$ cat src/design/tfn_norm.sv
`default_nettype none
// Normalizes a cross product: shift alignment one bit a cycle, squares via a
// shared 31x31 multiplier one component a cycle, a radix-2 square root one
// result bit a cycle, then restoring division one quotient bit a cycle.
module tfn_norm #(
  parameter int unsigned MW = 49
) (
  input  wire logic          clk_i,
  input  wire logic          rst_ni,
  input  wire logic          start_i,
  input  wire logic [MW-1:0] mag0_i,
  input  wire logic [MW-1:0] mag1_i,
  input  wire logic [MW-1:0] mag2_i,
  output logic               done_o,
  output logic               busy_o,
  output logic [15:0]        q0_o,
  output logic [15:0]        q1_o,
  output logic [15:0]        q2_o
);
  localparam logic [2:0] S_IDLE = 3'd0;
  localparam logic [2:0] S_ALN  = 3'd1;
  localparam logic [2:0] S_SQ   = 3'd2;
  localparam logic [2:0] S_SQRT = 3'd3;
  localparam logic [2:0] S_DIV  = 3'd4;
  localparam logic [2:0] S_DONE = 3'd5;

  logic [2:0]    st_q, st_d;
  logic [MW-1:0] m_q [3];
  logic [MW-1:0] m_d [3];
  logic [MW-1:0] mx;
  logic [1:0]    ci_q, ci_d;
  logic [5:0]    cnt_q, cnt_d;
  logic [62:0]   sum_q, sum_d;     // sum of squares, < 3*2^60
  logic [62:0]   rem_q, rem_d;     // sqrt remainder
  logic [31:0]   root_q, root_d;
  logic [45:0]   dr_q, dr_d;       // division partial remainder
  logic [45:0]   num_q, num_d;
  logic [15:0]   q_q [3];
  logic [15:0]   q_d [3];
  logic [61:0]   prod;
  logic [63:0]   trial;
  logic [46:0]   dtry;
  logic [46:0]   numer;
  logic [16:0]   qsel;

  always_comb begin
    mx = m_q[0];
    if (m_q[1] > mx) mx = m_q[1];
    if (m_q[2] > mx) mx = m_q[2];
  end

  assign prod  = m_q[ci_q][30:0] * m_q[ci_q][30:0];
  assign trial = {rem_q[60:0], sum_q[61:60]} - {root_q, 2'b01};
  assign dtry  = {dr_q, num_q[45]} - {15'd0, root_q};
  assign numer = {m_q[ci_q][30:0], 14'd0} + {16'd0, root_q[31:1]};

  always_comb begin
    st_d = st_q; ci_d = ci_q; cnt_d = cnt_q;
    sum_d = sum_q; rem_d = rem_q; root_d = root_q;
    dr_d = dr_q; num_d = num_q;
    m_d = m_q; q_d = q_q;
    qsel = '0;
    unique case (st_q)
      S_IDLE: begin
        if (start_i) begin
          m_d[0] = mag0_i; m_d[1] = mag1_i; m_d[2] = mag2_i;
          st_d = S_ALN;
        end
      end
      S_ALN: begin
        if (mx >= (MW'(1) << 30)) begin
          for (int i = 0; i < 3; i++) m_d[i] = m_q[i] >> 1;
        end else if (mx < (MW'(1) << 29)) begin
          for (int i = 0; i < 3; i++) m_d[i] = m_q[i] << 1;
        end else begin
          st_d = S_SQ; ci_d = 2'd0; sum_d = '0;
        end
      end
      S_SQ: begin
        sum_d = sum_q + 63'(prod);
        if (ci_q == 2'd2) begin
          st_d = S_SQRT; cnt_d = 6'd0; rem_d = '0; root_d = '0;
        end else ci_d = ci_q + 2'd1;
      end
      S_SQRT: begin
        // one root bit per cycle, two radicand bits shifted in
        sum_d = {sum_q[60:0], 2'b00};
        if (!trial[63]) begin
          rem_d  = trial[62:0];
          root_d = {root_q[30:0], 1'b1};
        end else begin
          rem_d  = {rem_q[60:0], sum_q[61:60]};
          root_d = {root_q[30:0], 1'b0};
        end
        if (cnt_q == 6'd30) begin
          st_d = S_DIV; ci_d = 2'd0; cnt_d = 6'd0;
          num_d = numer[45:0]; dr_d = '0;
        end else cnt_d = cnt_q + 6'd1;
        if (cnt_q == 6'd30) num_d = '0;
      end
      S_DIV: begin
        if (cnt_q == 6'd0 && num_q == '0 && dr_q == '0) begin
          num_d = numer[45:0];
          cnt_d = 6'd1;
        end else begin
          num_d = {num_q[44:0], ~dtry[46]};
          dr_d  = dtry[46] ? {dr_q[44:0], num_q[45]} : dtry[45:0];
          if (cnt_q == 6'd46) begin
            qsel = {num_q[15:0], ~dtry[46]};
            q_d[ci_q] = (qsel > 17'd16384) ? 16'd16384 : qsel[15:0];
            dr_d = '0; num_d = '0; cnt_d = 6'd0;
            if (ci_q == 2'd2) st_d = S_DONE;
            else ci_d = ci_q + 2'd1;
          end else cnt_d = cnt_q + 6'd1;
        end
      end
      S_DONE: st_d = S_IDLE;
      default: st_d = S_IDLE;
    endcase
  end

  always_ff @(posedge clk_i or negedge rst_ni) begin
    if (!rst_ni) begin
      st_q <= S_IDLE; ci_q <= '0; cnt_q <= '0;
    end else begin
      st_q <= st_d; ci_q <= ci_d; cnt_q <= cnt_d;
    end
  end

  always_ff @(posedge clk_i) begin
    sum_q <= sum_d; rem_q <= rem_d; root_q <= root_d;
    dr_q <= dr_d; num_q <= num_d; m_q <= m_d; q_q <= q_d;
  end

  assign done_o = (st_q == S_DONE);
  assign busy_o = (st_q != S_IDLE);
  assign q0_o = q_q[0];
  assign q1_o = q_q[1];
  assign q2_o = q_q[2];

`ifndef SYNTHESIS
  a_done_from_div: assert property (@(posedge clk_i) disable iff (!rst_ni)
    done_o |-> $past(st_q) == S_DIV) else $error("done without division");
  a_q_sat: assert property (@(posedge clk_i) disable iff (!rst_ni)
    done_o |-> (q0_o <= 16'd16384 && q1_o <= 16'd16384 && q2_o <= 16'd16384))
    else $error("quotient above unit");
  a_start_idle: assert property (@(posedge clk_i) disable iff (!rst_ni)
    start_i |-> !busy_o) else $error("start while busy");
`endif
endmodule
`default_nettype wire

$ cat config.mk
export PLATFORM = sky130hd
export DESIGN_NAME = tfn_norm
export DESIGN_NICKNAME = d
export VERILOG_FILES = /design/src/design/tfn_norm.sv
export SDC_FILE = /design/constraint.sdc
export NUM_CORES = 2
export LEC_CHECK = 0
export ABC_AREA = 1
export BUFFER_PORTS_ARGS = -buffer_cell sky130_fd_sc_hd__buf_2
export CAP_MARGIN = 25
export CORE_MARGIN = 3
export CORE_UTILIZATION = 40
export DETAILED_ROUTE_END_ITERATION = 8
export SETUP_SLACK_MARGIN = 0.15
export SLEW_MARGIN = 25
export SYNTH_ARGS = -nofsm -noshare
export SYNTH_HDL_FRONTEND = slang
export SYNTH_SLANG_ARGS = --single-unit
$ cat constraint.sdc
create_clock -name clk_i -period 21.1 [get_ports clk_i]
set_input_delay 1.055 -clock clk_i [delete_from_list [all_inputs] [get_ports clk_i]]
set_output_delay 1.055 -clock clk_i [all_outputs]
set_load 0.01 [all_outputs]
=== Yosys cells after proc, flatten, opt, wreduce, memory -nomap -nowiden ===
Cells that the tools add are included.
Widths: inputs -> output; s select.

* Register bits: 454
* Input bits: 150
* Output and inout port bits: 50

* Add/sub/neg operators: 6
* Multipliers: 1
* $lt $le $gt $ge: 7
* Equality and inequality tests: 17
* Multiplexer cells: 51
* Bitwise gates (word level): 3
* Reduce and logical (&&, ||, !) cells: 23

{| class="wikitable"
|+ Operators with widths
! kind !! number
|-
| $mux 147 || 3
|-
| $pmux 147 s2 || 1
|-
| $mux 46 || 6
|-
| $pmux 63 s3 || 1
|-
| $pmux 46 s2 || 2
|-
| $mux 63 || 2
|-
| $mux 61 || 2
|-
| $pmux 61 s2 || 1
|-
| $bmux 49 s2 || 1
|-
| $gt 49x49->1 || 2
|-
| $mux 49 || 2
|-
| $logic_not 46->1 || 2
|-
| $pmux 32 s2 || 1
|-
| $sub 63x34->64 || 1
|-
| $add 63x62->63 || 1
|-
| $mul 31x31->62 || 1
|-
| $mux 31 || 2
|-
| $ge 49x31->1 const B || 1
|-
| $lt 49x30->1 const B || 1
|-
| $bwmux 48 || 1
|-
| $sub 47x32->47 || 1
|-
| $add 45x31->46 || 1
|-
| $demux 16 s2 || 1
|-
| $mux 16 || 2
|-
| 33 further kinds || 69
|}

=== Longest topological paths before layout ===
* Depth in word-level cells: 8
* Gate-level depth with buffers: 44

=== Least setup slack after synthesis ===
OpenSTA, ideal clock, no wires.

* Path kind: register -> register
* Start: register m_q[89] (netlist bit)
* End: register m_q[0] (netlist bit) (enable)
* Library setup time: 741 ps
* Arrival time: 11945 ps
* Data required time: 20359 ps
* Setup slack: 8415 ps
* Cell stages (with the launch flop): 33
* Path buffers: 4
* Period minus slack after synthesis: 12685 ps
* Path through: edfxtp_1 -> ha_1 -> nand2_1 -> inv_1 -> nand2_1 -> nor2_1 -> nand2_2 -> inv_1 -> nand2_1 -> nand2_1 -> nor2_2 -> nand2_4 -> nand2_4 -> buf_4 -> clkbuf_1 -> clkbuf_1 -> nand2_1 -> o21ai_0 -> ha_1 -> nand4_1 -> nor2_1 -> nand3_1 -> or3_1 -> nand2_1 -> inv_1 -> buf_2 -> nand3_1 -> nand2_1 -> nand2_1 -> inv_1 -> nand2_2 -> nand2_1 -> a31oi_1

* Longest elaborated chain between the ends: 7
* Elaborated cells on any way between the ends: 8
* Classes of those cells: order compare (4); eq/ne (1); mux (2); reduce/logical (1)

{| class="wikitable"
|+ Ends and longest elaborated chain
! item !! RTL line !! RTL
|-
| start, declared || 28 || <nowiki>logic [MW-1:0] m_q [3];</nowiki>
|-
| start signal, assigned || 132 || <nowiki>dr_q <= dr_d; num_q <= num_d; m_q <= m_d; q_q <= q_d;</nowiki>
|-
| $gt 49x49->1 || 48 || <nowiki>if (m_q[1] > mx) mx = m_q[1];</nowiki>
|-
| $mux 49 (*) || 48 ||
|-
| $gt 49x49->1 || 49 || <nowiki>if (m_q[2] > mx) mx = m_q[2];</nowiki>
|-
| $mux 49 (*) || 49 ||
|-
| $ge 49x31->1 or $lt 49x30->1 (tied branches) || 71, 73 ||
|-
| $ne 3x3->1 (no source line) (*) || -- ||
|-
| $reduce_and 3->1 (no source line) (*) || -- ||
|}

Mark *: on every way between the ends. The rest lies on a longest branch, timed or not.
A chain may end at the register's enable or synchronous reset.

=== Worst setup path in the final report ===
* Start: register ci_q[0]
* End: register sum_q[60] (data pin)

* Longest elaborated chain between the ends: 7

{| class="wikitable"
|+ Ends and longest elaborated chain
! item !! RTL line !! RTL
|-
| start, declared || 31 || <nowiki>logic [1:0] ci_q, ci_d;</nowiki>
|-
| start signal, assigned || 126 || <nowiki>st_q <= st_d; ci_q <= ci_d; cnt_q <= cnt_d;</nowiki>
|-
| $not 2->3 (implied by the code) || 52 || <nowiki>assign prod = m_q[ci_q][30:0] * m_q[ci_q][30:0];</nowiki>
|-
| $bmux 49 s2 || 52 ||
|-
| $mux 31 (implied by the code) (2 in a row) || 52 ||
|-
| $mul 31x31->62 || 52 ||
|-
| $add 63x62->63 || 80 || <nowiki>sum_d = sum_q + 63'(prod);</nowiki>
|-
| $pmux 63 s3 || 63 || <nowiki>unique case (st_q)</nowiki>
|-
| end signal, assigned || 131 || <nowiki>sum_q <= sum_d; rem_q <= rem_d; root_q <= root_d;</nowiki>
|-
| end, declared || 33 || <nowiki>logic [62:0] sum_q, sum_d;</nowiki>
|}

No other way between the ends. The select of a mux whose other input is x is not followed.

==> results.sh <==
export IMPL_required_ns=21.48
export IMPL_cp_slowest_cell="clkinv_1"
export IMPL_numCtsBuffers=57
export IMPL_max_freq_mhz=97.44
export IMPL_cts_root_buf="clkbuf_16"
export IMPL_die_h_um=387.5
export IMPL_cp_end_kind="register"
export IMPL_port_buffers=199
export IMPL_cts_setup_buffers=0
export IMPL_hold_buffers=0
export IMPL_synthFlopType="edfxtp_1"
export IMPL_postSynthAreaPerCell_sq_um=8.378
export IMPL_ys_warnings_count=0
export IMPL_cts_resized=0
export IMPL_dp_hpwl_um=134200
export IMPL_worst_pin_slew_ns=1.099
export IMPL_slew_violations=0
export IMPL_drcViolationCount=0
export IMPL_area_growth_pct=8.590
export IMPL_period_needed_ns=10.26
export IMPL_met3_usage=0.03417
export IMPL_die_w_um=387.5
export IMPL_grt_busiest_layer="met2"
export IMPL_grt_total_usage=0.2309
export IMPL_nFillCells=14310
export IMPL_synth_area_sq_um=58200
export IMPL_multi_input_area_sq_um=38090
export IMPL_grtUsageMet1=0.3244
export IMPL_regArea_sq_um=13550
export IMPL_pin_count=200
export IMPL_critPathKind="reg2reg"
export IMPL_finalCritPeriodShare=0.4864
export IMPL_hold_viol_final=0
export IMPL_rows=139
export IMPL_gp_congestion=0.9933
export IMPL_initial_core_util=0.4042
export IMPL_status="finished, final reports clean"
export IMPL_antenna_found_initial=3
export IMPL_finalSetupViolCount=0
export IMPL_critPathMaxStageDelay_ns=0.81
export IMPL_met2_usage=0.3752
export IMPL_async_flop_share=0.02428
export IMPL_dp_slack_ns=11.04
export IMPL_wl_per_cell_um=19.27
export IMPL_cts_tree="yes"
export IMPL_ys_ff_latch=453
export IMPL_drive_above_1_share=0.05776
export IMPL_gr_total_overflow=0
export IMPL_critPathArrivalTime_ns=10.64
export IMPL_final_net_count=8428
export IMPL_routed_wl_um=173100
export IMPL_path_clk_slew_ns=0.07
export IMPL_syn_inst=6947
export IMPL_hold_class="in2async"
export IMPL_htreeDepth=2
export IMPL_clock_sinks=453
export IMPL_core_area_sq_um=144000
export IMPL_via_per_inst=5.225
export IMPL_rsz0062_at_grt="no"
export IMPL_drt_initial_drc_count=3778
export IMPL_grt_max_degree=110
export IMPL_finalSetupTns_ns=0
export IMPL_cap_violations=0
export IMPL_vias=46950
export IMPL_ant_nets=0
export IMPL_synth_edff_count=442
export IMPL_first_global_vias=47810
export IMPL_grt_pass1_wl_um=273900
export IMPL_worst_slack_ns=10.84
export IMPL_synth_lib_cells_used_distinct=59
export IMPL_cp_start_kind="register"
export IMPL_clock_path_buffers=3
export IMPL_relSlewSlack=0.2667
export IMPL_final_common_cell="inv_1"
export IMPL_first_pass_iters=6
export IMPL_design_die_area_sq_um=150100
export IMPL_timing_clock_skew_ns=0.03691
export IMPL_layout_common_cells="inv_1, nand2_1, fa_1"
export IMPL_path_max_fanout=45
export IMPL_yosysSeqAreaShare=0.2328
export IMPL_insertion_delay_ns=0.68
export IMPL_crit_top_cell="fa_1"
synth_stat cells, types with 6 or more instances:
master,count,area share
dfrtp_1,11,0.0047
a21oi_1,462,0.040
or2_2,8,0.00086
xnor2_1,51,0.0077
buf_6,10,0.0019
a31oi_1,26,0.0028
buf_2,25,0.0021
o21a_1,50,0.0064
nand3_1,110,0.0095
ha_1,424,0.091
xor2_1,66,0.0099
buf_4,6,0.00077
a21boi_0,7,0.00090
o211ai_1,16,0.0021
nor4_1,36,0.0039
fa_1,822,0.28
edfxtp_1,442,0.23
inv_1,1523,0.098
nor2_1,552,0.036
o21bai_1,6,0.00077
o21ai_1,120,0.010
o22ai_1,25,0.0027
nand4_1,48,0.0052
clkbuf_1,165,0.011
nor3_1,46,0.0040
o31ai_1,6,0.00077
a21o_1,15,0.0019
nand2_1,1333,0.086
buf_1,24,0.0015
o21ai_0,445,0.038
flip-flops by register name, summed over array words and instances, names as in the netlist, 32 cells and up:
signal and flops:
m_q 147, sum_q 62, rem_q 61, dr_q 46, num_q 46, root_q 32
through the flow:
stage / hold WS, ns / util / instances / cell area [sq um]
floorplan: 0.5127 / - / 6949 / 58210
global placement: 0.5450 / 0.4250 / 8876 / 61200
detailed placement: 0.5595 / 0.4250 / 8876 / 61200
CTS: 0.2189 / 0.4388 / 8984 / 63190
global route: 0.2500 / 0.4389 / 8986 / 63200
finish: 0.2521 / 0.4389 / 8986 / 63200
critical path, delay by kind of cell (launching register included):
kind	cells	cell delay, ns
fa+ha+maj	9	4.28
buf+inv	8	2.02
compound gates	7	1.00
flops	1	0.44
simple gates	9	2.17
logic make-up after synthesis:
logic type	synth area share
compound gates	0.1114
simple gates	0.1481
xor+xnor	0.01761
buf+inv	0.1159
flops	0.2328
fa+ha+maj	0.3739
mux	0.0001935
other cells	0.00006443
metal layers:
layer	share of wire	wire length [um]
met5	0	0
met1	0.44	75610
met4	0.026	4518
met3	0.075	12920
met2	0.46	80080
cell type report:
class / instances / share of cell area
Tap cell: 1903 / 0.03767
Sequential cell: 453 / 0.2144
Antenna cell: 2 / 0.00007919
Timing Repair Buffer: 258 / 0.02283
Inverter: 1528 / 0.09085
Clock buffer: 62 / 0.02320
Multi-Input combinational cell: 4734 / 0.6027
Clock inverter: 46 / 0.008275
path summary, 6_finish.rpt:
path | startpoint | to | slack (ns) | cells past startpoint
setup reg to reg | ci_q[0] | sum_q[60] | 10.84 | 33
hold / removal | rst_ni | cnt_q[1] | 0.25 | 1
max in group asynchronous | rst_ni | st_q[0] | 20.61 | 1
setup / recovery | ci_q[0] | sum_q[60] | 10.84 | 33
min in group clk_i | sum_q[59] | sum_q[61] | 0.57 | 2
hold reg to reg | sum_q[59] | sum_q[61] | 0.57 | 2
Power is not shown: default switching activity piles up to over one toggle a cycle in this logic, so the estimate is an artifact.
